$ cat config.mk
export PLATFORM = sky130hd
export DESIGN_NAME = drrip_ram
export DESIGN_NICKNAME = d
export VERILOG_FILES = /design/src/rtl/drrip_ram.sv
export SDC_FILE = /design/constraint.sdc
export NUM_CORES = 2
export LEC_CHECK = 0
export BUFFER_PORTS_ARGS = -buffer_cell sky130_fd_sc_hd__buf_2
export CAP_MARGIN = 5
export CORE_ASPECT_RATIO = 1.5
export CORE_MARGIN = 8
export CORE_UTILIZATION = 50
export DETAILED_ROUTE_END_ITERATION = 10
export GPL_TIMING_DRIVEN = 0
export PLACE_DENSITY = 0.67
export SYNTH_ARGS = -nofsm -noshare
export SYNTH_HDL_FRONTEND = slang
export SYNTH_SLANG_ARGS = --single-unit
$ cat constraint.sdc
create_clock -name i_clk -period 2.7 [get_ports i_clk]
set_clock_uncertainty 0.2 [all_clocks]
set_input_delay 0.405 -clock i_clk [delete_from_list [all_inputs] [get_ports i_clk]]
set_output_delay 0.405 -clock i_clk [all_outputs]
set_load 0.05 [all_outputs]
$ cat src/rtl/drrip_ram.sv
// ----------------------------------------------------------------------------
// drrip_ram
// generic simple dual port ram, one write and one registered read per cycle
// ----------------------------------------------------------------------------
module drrip_ram #(
    parameter int WIDTH = 8,
    parameter int DEPTH = 256
) (
    input  logic                     i_clk,
    input  logic                     i_we,
    input  logic [$clog2(DEPTH)-1:0] i_waddr,
    input  logic [WIDTH-1:0]         i_wdata,
    input  logic                     i_re,
    input  logic [$clog2(DEPTH)-1:0] i_raddr,
    output logic [WIDTH-1:0]         o_rdata
);

    logic [WIDTH-1:0] r_mem [DEPTH];
    logic [WIDTH-1:0] r_rdata;

    always_ff @(posedge i_clk) begin
        if (i_we) begin
            r_mem[i_waddr] <= i_wdata;
        end
        if (i_re) begin
            r_rdata <= r_mem[i_raddr];
        end
    end

    assign o_rdata = r_rdata;

endmodule

==> impl_metrics.py <==
metrics = {
    "status": {
        "outcome": "complete, but fails checks",
        "failed_checks": "negative setup slack",
    },
    "floorplan": {
        "die_x_um": 342,
        "initial_utilization": 0.503,
        "die_h_um": 505,
        "fp-row-count": 179,
        "core_um2": 158000,
        "dieArea_um2": 173000,
        "ios": 35,
    },
    "grt": {
        "overflow": 0,
        "antenna_found_initial": 12,
        "use_met3": 0.0688,
        "grt_max_degree": 159,
        "grtUsageMet1": 0.321,
        "gr-usage-all-layers": 0.275,
        "grt_pass1_vias": 41391,
        "grt_busiest_layer": "met2",
        "met2_usage": 0.443,
        "grt_pass1_wl_um": 328000,
    },
    "clocking": {
        "clk_path_buf_depth": 3,
        "clk_latency_ns": 0.83,
        "cts_max_level": 4,
        "cts.sinks": 2056,
        "cts.clk_slew.worst_paths_ns": 0.07,
        "numCtsBuffers": 178,
        "root_buffer": "clkbuf_16",
        "tritoncts": "yes",
    },
    "critical_path": {
        "crit_path_max_incr_delay_ns": 0.87,
        "rrSetupSlack_ns": -0.07,
        "critPathTopFamily": "buffers and inverters",
        "cpMostUsedCell": "clkbuf_1",
        "path_max_fanout": 10,
        "critPathKind": "input pin to flip-flop",
        "critPathLaunchType": "input pin",
        "crit-reg2reg-launch": "r_mem[77][7]$_DFFE_PP_",
        "crit_chain": "clkbuf_1, nor2b_1, clkbuf_1, nand3_1, clkbuf_2, nor2_1",
        "critical_path_required_ns": 2.94,
        "reg2reg_to": "o_rdata[7]$_DFFE_PP_",
        "cpMaxStageDelayCell": "nor2_1",
        "endpoint_kind": "flip-flop",
        "crit_buf_inv": 3,
        "arrival_ns": 3.32,
        "reg2regPathDepth": 6,
    },
    "finish": {
        "drive_gt1_frac": 0.303,
        "multi_input_area_um2": 18300,
        "final_cell_mix": "edfxtp_1, mux4_2, clkbuf_16",
        "final_cell_count_no_fill": 6208,
        "syn_to_final_growth_pct": 14.4,
        "finalNetCount": 4004,
        "design_area_um2": 91100,
        "final-seq-area_um2": 61700,
        "fillers": 11306,
        "final_common_cell": "edfxtp_1",
    },
    "drt": {
        "ant_nets": 0,
        "drt_iter0_drc": 5868,
        "drt_drc_violations_left": 0,
        "wl_um": 241000,
        "num_vias": 41137,
        "firstDrtPassIters": 6,
        "routedWlPerCell_um": 38.8,
        "vias_per_cell": 6.63,
    },
    "power": {
        "leakagePower_uw": 0.0278,
        "power.density_nw_per_um2": 707,
        "peakVddDrop_v": 0.000704,
        "total_power_uw": 64400,
    },
    "logic_synthesis": {
        "syn_nets": 3760,
        "yosys_warnings": 0,
        "avgSynthCellArea_um2": 21.3,
        "synth_flop_cell": "edfxtp_1",
        "ys_types": 54,
        "yosysSeqAreaShare": 0.775,
        "synth_edf_count": 2056,
        "synth_cells": 3733,
        "async_flop_share": 0,
        "synth-seq-cells": 2056,
        "synthesis.area_um2": 79600,
    },
    "timing": {
        "setup_ws_ns": -0.378,
        "fmax_mhz": 325,
        "relSlewSlack": 0.0396,
        "slew_violations": 0,
        "fin_crit_ns": 3.08,
        "finalSetupViolations": 210,
        "fin_crit_sh": 1.14,
        "rsz0062_at_grt": "yes",
        "hold_viol": 0,
        "tightest_slew_ns": 1.44,
        "tns_ns": -23.76,
        "holdWs_ns": 0.163,
    },
    "placed_design": {
        "placed_area_um2": 82900,
        "routabilityCongestion": 1.03,
        "dp.cells": 5860,
        "dp_hpwl_um": 161000,
        "portBuffers": 27,
    },
    "worst_hold_path": {
        "min_to": "r_mem[234][3]$_DFFE_PP_",
        "hp-class": "input pin to flip-flop",
        "hold_start": "i_waddr[6]",
        "hold_depth": 3,
    },
    "job": {
        "drv_cap": 0,
    },
}
[registers in the layout (all words and copies together), names as in the netlist]
register and cells:
r_mem 2048, o_rdata 8
[logic make-up (layout without fill, tap and decap cells)]
group | Yosys count | in the layout | share of synthesized area
other cells | 0 | 9 | 0
simple gates | 466 | 466 | 0.0263
compound gates | 385 | 385 | 0.0342
mux | 591 | 591 | 0.146
buf+inv | 235 | 620 | 0.0183
flops | 2056 | 2056 | 0.775
[cells in the mapped netlist, types with 2 or more instances]
library cell | n | area [um^2]
o221ai_1 | 46 | 403
mux2i_1 | 134 | 1340
nand4_1 | 10 | 62.6
buf_2 | 31 | 155
nand3b_1 | 2 | 15.0
a311oi_1 | 2 | 17.5
and3b_1 | 2 | 17.5
o211ai_1 | 10 | 75.1
mux4_1 | 2 | 52.6
o21ai_0 | 10 | 50.1
nor2b_1 | 31 | 194
o32ai_1 | 4 | 35.0
a211oi_1 | 16 | 120
a2111oi_1 | 2 | 20.0
buf_4 | 27 | 203
nor4_1 | 24 | 150
a22oi_1 | 133 | 998
nor4_2 | 3 | 37.5
buf_1 | 22 | 82.6
nor2_1 | 282 | 1060
mux4_2 | 454 | 10200
o21ai_1 | 2 | 10.0
buf_6 | 21 | 236
nand2b_1 | 8 | 50.1
buf_12 | 8 | 160
or2_2 | 4 | 25.0
and2_1 | 6 | 37.5
clkbuf_1 | 111 | 417
a2111oi_0 | 2 | 17.5
nand2_1 | 33 | 124
nand3_1 | 34 | 170
a22o_1 | 8 | 70.1
nor3_1 | 22 | 110
buf_8 | 13 | 195
a31oi_1 | 2 | 12.5
o22a_1 | 5 | 43.8
a221oi_1 | 13 | 114
o22ai_1 | 28 | 175
a21oi_1 | 96 | 480
edfxtp_1 | 2056 | 61700
[tightest hold or removal path: cells and delay by family]
family	cells	cell delay [ns]
and+or+nand+nor	2	0.43
buffers and inverters	1	0.14
[worst max path at each step]
stage,from,cells past startpoint,slack [ns],end
CTS,i_raddr[0],9,-0.19,o_rdata[3]$_DFFE_PP_
global route,i_waddr[1],6,-0.31,r_mem[214][3]$_DFFE_PP_
floorplan,i_raddr[0],9,0.02,o_rdata[2]$_DFFE_PP_
global placement,i_raddr[2],9,-3.35,o_rdata[1]$_DFFE_PP_
detailed placement,i_raddr[2],9,-2.87,o_rdata[3]$_DFFE_PP_
finish,i_waddr[1],6,-0.38,r_mem[118][5]$_DFFE_PP_
[layout make-up]
class | instances | share of cell area
Antenna cell | 9 | 0.000247
Buffer | 231 | 0.0235
Clock buffer | 230 | 0.0520
Clock inverter | 91 | 0.00858
Inverter | 2 | 0.0000961
Multi-Input combinational cell | 1442 | 0.200
Sequential cell | 2056 | 0.678
Tap cell | 2081 | 0.0286
Timing Repair Buffer | 66 | 0.00906
[metrics by stage]
| stage | utilization | setup slack (ns) |
|---|---|---|
| after floorplan | - | 0.0189 |
| after global placement | 0.520 | -3.35 |
| after global routing | 0.575 | -0.309 |
| final | 0.576 | -0.378 |
| after CTS | 0.571 | -0.189 |
| after detailed placement | 0.524 | -2.87 |
[power breakdown]
| part | internal [uW] | switching (uW) |
|---|---|---|
| Clock | 13500 | 11500 |
| Combinational | 1370 | 2870 |
| Sequential | 35200 | 18.1 |
[layer usage]
layer	up-vias	share of wire
li1	16193	-
met1	21587	0.33
met5	-	0.00039
met4	14	0.088
met2	2661	0.49
met3	682	0.10
[what timing repair did]
item	4_1_cts	5_1_grt
gates cloned	1	0
resized for setup	489	191
pin swaps	20	18
endpoints found under the setup margin	1278	1107
hold buffers	9	0
buffers inserted	7	3
endpoints found under the hold margin	544	0
Power figures use the tool's default switching activity.
