==> config.mk <==
export PLATFORM = sky130hd
export DESIGN_NAME = drrip_lcg
export DESIGN_NICKNAME = d
export VERILOG_FILES = /design/src/rtl/drrip_pkg.sv /design/src/rtl/drrip_lcg.sv
export SDC_FILE = /design/constraint.sdc
export NUM_CORES = 1
export LEC_CHECK = 0
export ABC_CLOCK_PERIOD_IN_PS = 13250
export BUFFER_PORTS_ARGS = -buffer_cell sky130_fd_sc_hd__buf_2
export CELL_PAD_IN_SITES_DETAIL_PLACEMENT = 1
export CELL_PAD_IN_SITES_GLOBAL_PLACEMENT = 1
export CORE_MARGIN = 2
export CORE_UTILIZATION = 55
export DETAILED_ROUTE_END_ITERATION = 16
export GPL_TIMING_DRIVEN = 0
export PLACE_DENSITY = 0.93
export SKIP_LAST_GASP = 1
export SLEW_MARGIN = 15
export SYNTH_ARGS = -nofsm -noshare
export SYNTH_HDL_FRONTEND = slang
export SYNTH_SLANG_ARGS = --single-unit
export TNS_END_PERCENT = 10
==> constraint.sdc <==
create_clock -name i_clk -period 13.25 [get_ports i_clk]
set_input_delay 1.325 -clock i_clk [delete_from_list [all_inputs] [get_ports i_clk]]
set_output_delay 1.325 -clock i_clk [all_outputs]
set_load 0.02 [all_outputs]
==> src/rtl/drrip_pkg.sv <==
// ----------------------------------------------------------------------------
// drrip_pkg
// shared types, constants and default sizes of the drrip replacement block
// ----------------------------------------------------------------------------
package drrip_pkg;

    // default sizes
    localparam int P_NUM_SETS           = 2048;
    localparam int P_NUM_WAYS           = 16;
    localparam int P_NUM_CORES          = 4;
    localparam int P_LEADERS_PER_POLICY = 32;
    localparam int P_SELECTOR_BITS      = 10;
    localparam int P_BIMODAL_PERIOD     = 32;

    // request and response field widths
    localparam int CORE_ID_W   = 2;
    localparam int SET_INDEX_W = 11;
    localparam int WAY_INDEX_W = 4;

    // re-reference values
    localparam logic [1:0] RR_NEAR = 2'd0;
    localparam logic [1:0] RR_LONG = 2'd2;
    localparam logic [1:0] RR_MAX  = 2'd3;

    // action codes
    localparam logic ACT_UPDATE = 1'b0;
    localparam logic ACT_VICTIM = 1'b1;

    // leader policy codes
    localparam logic POL_BRRIP = 1'b0;
    localparam logic POL_SRRIP = 1'b1;

    // leader draw generator: only seed bits [35:16] ever reach the candidate
    localparam int          LCG_SEED_W  = 36;
    localparam int          LCG_HALF_W  = 18;
    localparam int          CAND_LSB    = 16;
    localparam int          CAND_W      = 20;
    localparam logic [30:0] LCG_MULT    = 31'd1103515245;
    localparam logic [17:0] LCG_MULT_LO = LCG_MULT[17:0];
    localparam logic [13:0] LCG_INC     = 14'd12345;
    localparam logic [35:0] LCG_SEED0   = 36'd1;

    // draws per leader slot before the slot is left empty
    localparam int DRAW_W    = 16;
    localparam int MAX_DRAWS = 65536;

    typedef struct packed {
        logic                   action;
        logic [CORE_ID_W-1:0]   core_id;
        logic [SET_INDEX_W-1:0] set_index;
        logic [WAY_INDEX_W-1:0] way_index;
        logic                   hit;
        logic                   is_writeback;
    } t_req;

    typedef struct packed {
        logic                   victim_valid;
        logic [WAY_INDEX_W-1:0] victim_way;
    } t_rsp;

endpackage

==> src/rtl/drrip_lcg.sv <==
// ----------------------------------------------------------------------------
// drrip_lcg
// leader set candidate generator: 36-bit lcg step and reduction mod set count
// ----------------------------------------------------------------------------
module drrip_lcg #(
    parameter int NUM_SETS = 2048
) (
    input  logic                        i_clk,
    input  logic                        i_rst_n,
    input  logic                        i_start,
    output logic                        o_valid,
    output logic [$clog2(NUM_SETS)-1:0] o_cand
);

    import drrip_pkg::*;

    localparam int SET_W   = $clog2(NUM_SETS);
    // sets must be >= 512 (unchecked), so shifts up to ten cover the candidate
    localparam int MOD_TOP = CAND_W - 10;
    localparam int STEP_W  = $clog2(MOD_TOP + 1);
    localparam int SUB_W   = $clog2(NUM_SETS + 1) + MOD_TOP;

    typedef enum logic [1:0] {
        S_IDLE,
        S_ADD,
        S_MOD
    } t_lcg_state;

    t_lcg_state            r_state;
    logic [LCG_SEED_W-1:0] r_seed;
    logic [LCG_SEED_W-1:0] r_plo;
    logic [LCG_HALF_W-1:0] r_phi;
    logic [CAND_W-1:0]     r_rem;
    logic [STEP_W-1:0]     r_step;
    logic                  r_valid;

    logic [48:0]           prod_lo;
    logic [35:0]           prod_hi;
    logic [LCG_SEED_W-1:0] n_seed;
    logic [SUB_W-1:0]      sub;
    logic [SUB_W-1:0]      rem_x;

    // seed * mult mod 2^36 split into two narrow products
    always_comb begin
        prod_lo = r_seed[LCG_HALF_W-1:0] * LCG_MULT;
        prod_hi = r_seed[LCG_SEED_W-1:LCG_HALF_W] * LCG_MULT_LO;
        n_seed  = r_plo + {r_phi, {LCG_HALF_W{1'b0}}} + LCG_SEED_W'(LCG_INC);
        sub     = SUB_W'(NUM_SETS) << r_step;
        rem_x   = SUB_W'(r_rem);
    end

    always_ff @(posedge i_clk) begin
        if (!i_rst_n) begin
            r_state <= S_IDLE;
            r_seed  <= LCG_SEED0;
            r_valid <= 1'b0;
        end else begin
            r_valid <= (r_state == S_MOD) && (r_step == '0);
            unique case (r_state)
                S_IDLE: begin
                    if (i_start) begin
                        r_plo   <= prod_lo[LCG_SEED_W-1:0];
                        r_phi   <= prod_hi[LCG_HALF_W-1:0];
                        r_state <= S_ADD;
                    end
                end
                S_ADD: begin
                    r_seed  <= n_seed;
                    r_rem   <= n_seed[CAND_LSB +: CAND_W];
                    r_step  <= STEP_W'(MOD_TOP);
                    r_state <= S_MOD;
                end
                S_MOD: begin
                    // restoring reduction, one shifted subtract per cycle
                    if (rem_x >= sub) begin
                        r_rem <= r_rem - sub[CAND_W-1:0];
                    end
                    if (r_step == '0) begin
                        r_state <= S_IDLE;
                    end else begin
                        r_step <= r_step - 1'b1;
                    end
                end
                default: r_state <= S_IDLE;
            endcase
        end
    end

    assign o_valid = r_valid;
    assign o_cand  = r_rem[SET_W-1:0];

endmodule
==> flow_metrics.py <==
metrics = {
    "outcome": {
        "status": "completed",
    },
    "hold_path": {
        "hp-class": "reg2reg",
        "destination_of_the_worst_hold_path": "r_seed[30]$_SDFFE_PN0N_",
        "worstHoldStart": "r_seed[30]$_SDFFE_PN0N_",
        "min_path_cells": 2,
    },
    "setup_path": {
        "worstPathBufferInverterCount": 4,
        "rr_endpoint": "r_plo[34]$_DFFE_PP_",
        "crit_slowest_cell": "sky130_fd_sc_hd__a311oi_1",
        "timing.critical_path.to_type": "flop",
        "worstPathCellList": "ha_1 -> inv_1 -> fa_1 -> inv_1 -> fa_1 -> inv_1 -> fa_1 -> fa_1 -> inv_1 -> fa_1 -> ha_1 -> nor3_1 -> nor2_1 -> o211ai_1 -> a311oi_1 -> nor2_1 -> o21ai_0 -> xor2_1",
        "rrSetupSlack_ps": 6250,
        "critPathRequiredTime_ps": 13410,
        "critical-path-top-cell-by-count": "sky130_fd_sc_hd__fa_1",
        "path_delay_family": "adder cells",
        "cp-start-kind": "flop",
        "timing_worst_setup_path_type": "reg2reg",
        "critical_path.max_stage_delay_ps": 930,
        "worst-r2r-cell-count": 18,
        "worst_ep_arrival_time_ps": 7160,
        "critical_path.startpoint": "r_seed[3]$_SDFFE_PN0N_",
        "maximum_net_fanout_on_the_critical_path": 9,
        "r2r-start": "r_seed[3]$_SDFFE_PN0N_",
    },
    "detailed_routing": {
        "route.detailed.wl_per_inst_um": 26.38,
        "detail_route.iter0.violations": 1044,
        "firstDrtPassIters": 5,
        "via_per_inst": 6.163,
        "drcViolationCount": 0,
        "drt.antenna.violating_nets": 0,
        "routed_wl_um": 53850,
        "via_count": 12580,
    },
    "cts": {
        "clock_sinks": 117,
        "clock_path_buffers": 2,
        "cts.root.buffer_cell": "sky130_fd_sc_hd__clkbuf_16",
        "clk_transition_reported_paths_ps": 60,
        "cts_hold_buf": 0,
        "postCtsSetupRepairBufs": 0,
        "clk_latency_ps": 420,
        "cts-buffers-inserted": 17,
        "clock_tree.htree_level_count": 4,
        "tritoncts": "built",
        "post_cts_resized": 0,
    },
    "synth": {
        "yosysUniqueCellTypes": 59,
        "postSynthRegisterBits": 117,
        "synth.yosys.seq_area_share_pct": 19.79,
        "synth_fp_nets": 2071,
        "syn_inst": 1607,
        "edff_count_synth": 78,
        "top_flip_flop_cell_by_instance_count_after_synthesis": "sky130_fd_sc_hd__edfxtp_1",
        "synthArstFlopShare_pct": 0,
        "syn_area_per_cell_um2": 9.819,
        "number_of_synthesis_warnings": 0,
        "post_synth_instance_area_mm2": 0.01578,
    },
    "pwr": {
        "pwr-share-comb_pct": 74.4,
        "power.sequential.fraction_pct": 15.7,
        "power_per_cell_area_mw_per_mm2": 282.9,
        "p_int_w": 0.002269,
        "p_leak_nw": 8.356,
        "finalPower_w": 0.004801,
        "worst_ir_drop_vdd_v": 0.0002664,
        "power.share.switching_pct": 52.73,
        "p_clk_share_pct": 9.9,
        "switchingPower_w": 0.002531,
    },
    "cells_and_area": {
        "mostFrequentLayoutCells": "sky130_fd_sc_hd__inv_1 (401), sky130_fd_sc_hd__ha_1 (252), sky130_fd_sc_hd__fa_1 (209)",
        "post_layout_instance_count_excluding_filler_cells": 2041,
        "post_route_cells_drive_above_1_share_pct": 4.707,
        "nNetsFinal": 2108,
        "post-route-util_pct": 59.60,
        "final_common_cell": "sky130_fd_sc_hd__inv_1",
        "area_delta_synth_final_pct": 7.541,
        "antenna-diode-count": 0,
    },
    "global_route": {
        "overflow": 0,
        "grt_antenna_before_repair": 0,
        "track_usage_pct": 37.05,
        "grt_start_max_net_pins": 18,
        "grt_first_pass_wirelength_um": 83920,
        "via_count_of_the_first_global_routing_pass": 14770,
    },
    "job": {
        "drv.max_cap_violation_count": 0,
    },
    "sta": {
        "unrepaired_setup_endpoints_after_global_routing": "no",
        "final_min_period_over_clock_period_pct": 52.84,
        "timing.setup.tns_ps": 0,
        "maxSlewViolCount": 0,
        "setup_viol_count_final": 0,
        "setup_skew_after_layout_ps": 9.152,
        "hold_viol_final": 0,
        "max_slew.worst_pin.slew_ps": 1050,
        "timing.fmax_mhz": 142.8,
        "period_needed_ps": 7001,
        "max_slew_margin_pct": 29.08,
    },
    "floorplanning": {
        "start_util_pct": 55.42,
        "die_x_um": 173.4,
        "die_area_mm2": 0.03006,
        "top_level_ports": 15,
        "num_rows": 62,
        "die_h_um": 173.4,
        "floorplan_core_area_mm2": 0.02847,
    },
    "place": {
        "placed_cells_incl_taps": 2009,
        "gp_congestion": 0.9840,
        "placement.io_buffers": 13,
        "hpwl_after_detailed_placement_um": 42840,
    },
}
-- registers in the layout, summed over array words and instances (netlist names) --
signal   flops
o_valid      1
r_phi       18
r_plo       36
r_rem       20
r_seed      36
r_state      2
r_step       4
-- final cells by class --
cell class,count,area [µm²]
fillers,3148,11500
multi-input cells,1058,11000
flip-flops and latches,117,3123
inverters,401,1505
well taps,384,480.5
clock buffers,17,425.4
clock inverters,15,168.9
plain buffers,31,157.7
repair buffers,18,110.1
-- cells in the mapped netlist (18+ instances only) --
master	count	area, µm²
sky130_fd_sc_hd__a21o_1	26	195.2
sky130_fd_sc_hd__a21oi_1	61	305.3
sky130_fd_sc_hd__dfxtp_1	39	780.8
sky130_fd_sc_hd__edfxtp_1	78	2342
sky130_fd_sc_hd__fa_1	209	4184
sky130_fd_sc_hd__ha_1	252	3153
sky130_fd_sc_hd__inv_1	401	1505
sky130_fd_sc_hd__nand2_1	95	356.6
sky130_fd_sc_hd__nand3_1	18	90.09
sky130_fd_sc_hd__nor2_1	65	244.0
sky130_fd_sc_hd__nor3_1	26	130.1
sky130_fd_sc_hd__o21ai_0	35	175.2
sky130_fd_sc_hd__xnor2_1	76	665.6
sky130_fd_sc_hd__xor2_1	21	183.9
-- power groups by stage --
stage	sequential, W	combinational, W	clock [W]
2_1_floorplan	0.000684	0.00235	0
3_3_place_gp	0.000741	0.00307	0
3_5_place_dp	0.000748	0.00339	0
4_1_cts	0.000745	0.00349	0.000473
5_1_grt	0.000753	0.00385	0.000488
6_report	0.000751	0.00357	0.000476
-- stage by stage --
| stage | hold WS [ps] | setup slack [ps] | instance area (µm²) |
|---|---|---|---|
| floorplan | 448.8 | 7094 | 15780 |
| finish | 531.5 | 6249 | 16970 |
| global placement | 488.3 | 5157 | 16320 |
| global route | 536.7 | 6117 | 16970 |
| CTS | 527.0 | 6377 | 16970 |
| detailed placement | 502.1 | 6441 | 16370 |
-- worst max-delay path by stage --
stage,endpoint,slack (ps),cells after the start
floorplan,r_phi[0]$_DFFE_PP_,7090,4
global placement,r_plo[6]$_DFFE_PP_,5160,4
detailed placement,r_plo[32]$_DFFE_PP_,6440,17
CTS,r_plo[32]$_DFFE_PP_,6380,18
global route,r_plo[32]$_DFFE_PP_,6120,18
finish,r_plo[34]$_DFFE_PP_,6250,18
-- kinds of logic (layout without fill, tap and decap cells) --
kind of cell               Yosys count  after routing  synth area share [%]
AOI/OAI and AO/OA                  217            217                 9.278
and+or+nand+nor                    282            282                 8.445
xor gates and xnor gates            97             97                 5.384
adders and majority gates          461            461                 46.50
muxes                                1              1               0.06344
buffers and inverters              432            482                 10.54
DFF                                117            117                 19.79
-- layer usage --
layer,up-vias,global-route usage [%],wire length (µm)
li1,5234,-,-
met1,6385,40.44,19270
met2,672,65.25,26890
met3,288,7.215,3609
met4,0,25.21,4076
met5,-,0,0
-- worst reg2reg max path, cell delays in order (launching register included) --
cell,delay (ps)
sky130_fd_sc_hd__dfxtp_1,870
sky130_fd_sc_hd__ha_1,500
sky130_fd_sc_hd__inv_1,120
sky130_fd_sc_hd__fa_1,550
sky130_fd_sc_hd__inv_1,50
sky130_fd_sc_hd__fa_1,490
sky130_fd_sc_hd__inv_1,50
sky130_fd_sc_hd__fa_1,520
sky130_fd_sc_hd__fa_1,610
sky130_fd_sc_hd__inv_1,80
sky130_fd_sc_hd__fa_1,570
sky130_fd_sc_hd__ha_1,430
sky130_fd_sc_hd__nor3_1,90
sky130_fd_sc_hd__nor2_1,120
sky130_fd_sc_hd__o211ai_1,190
sky130_fd_sc_hd__a311oi_1,930
sky130_fd_sc_hd__nor2_1,160
sky130_fd_sc_hd__o21ai_0,280
sky130_fd_sc_hd__xor2_1,110
(Power assumes the default switching activity.)
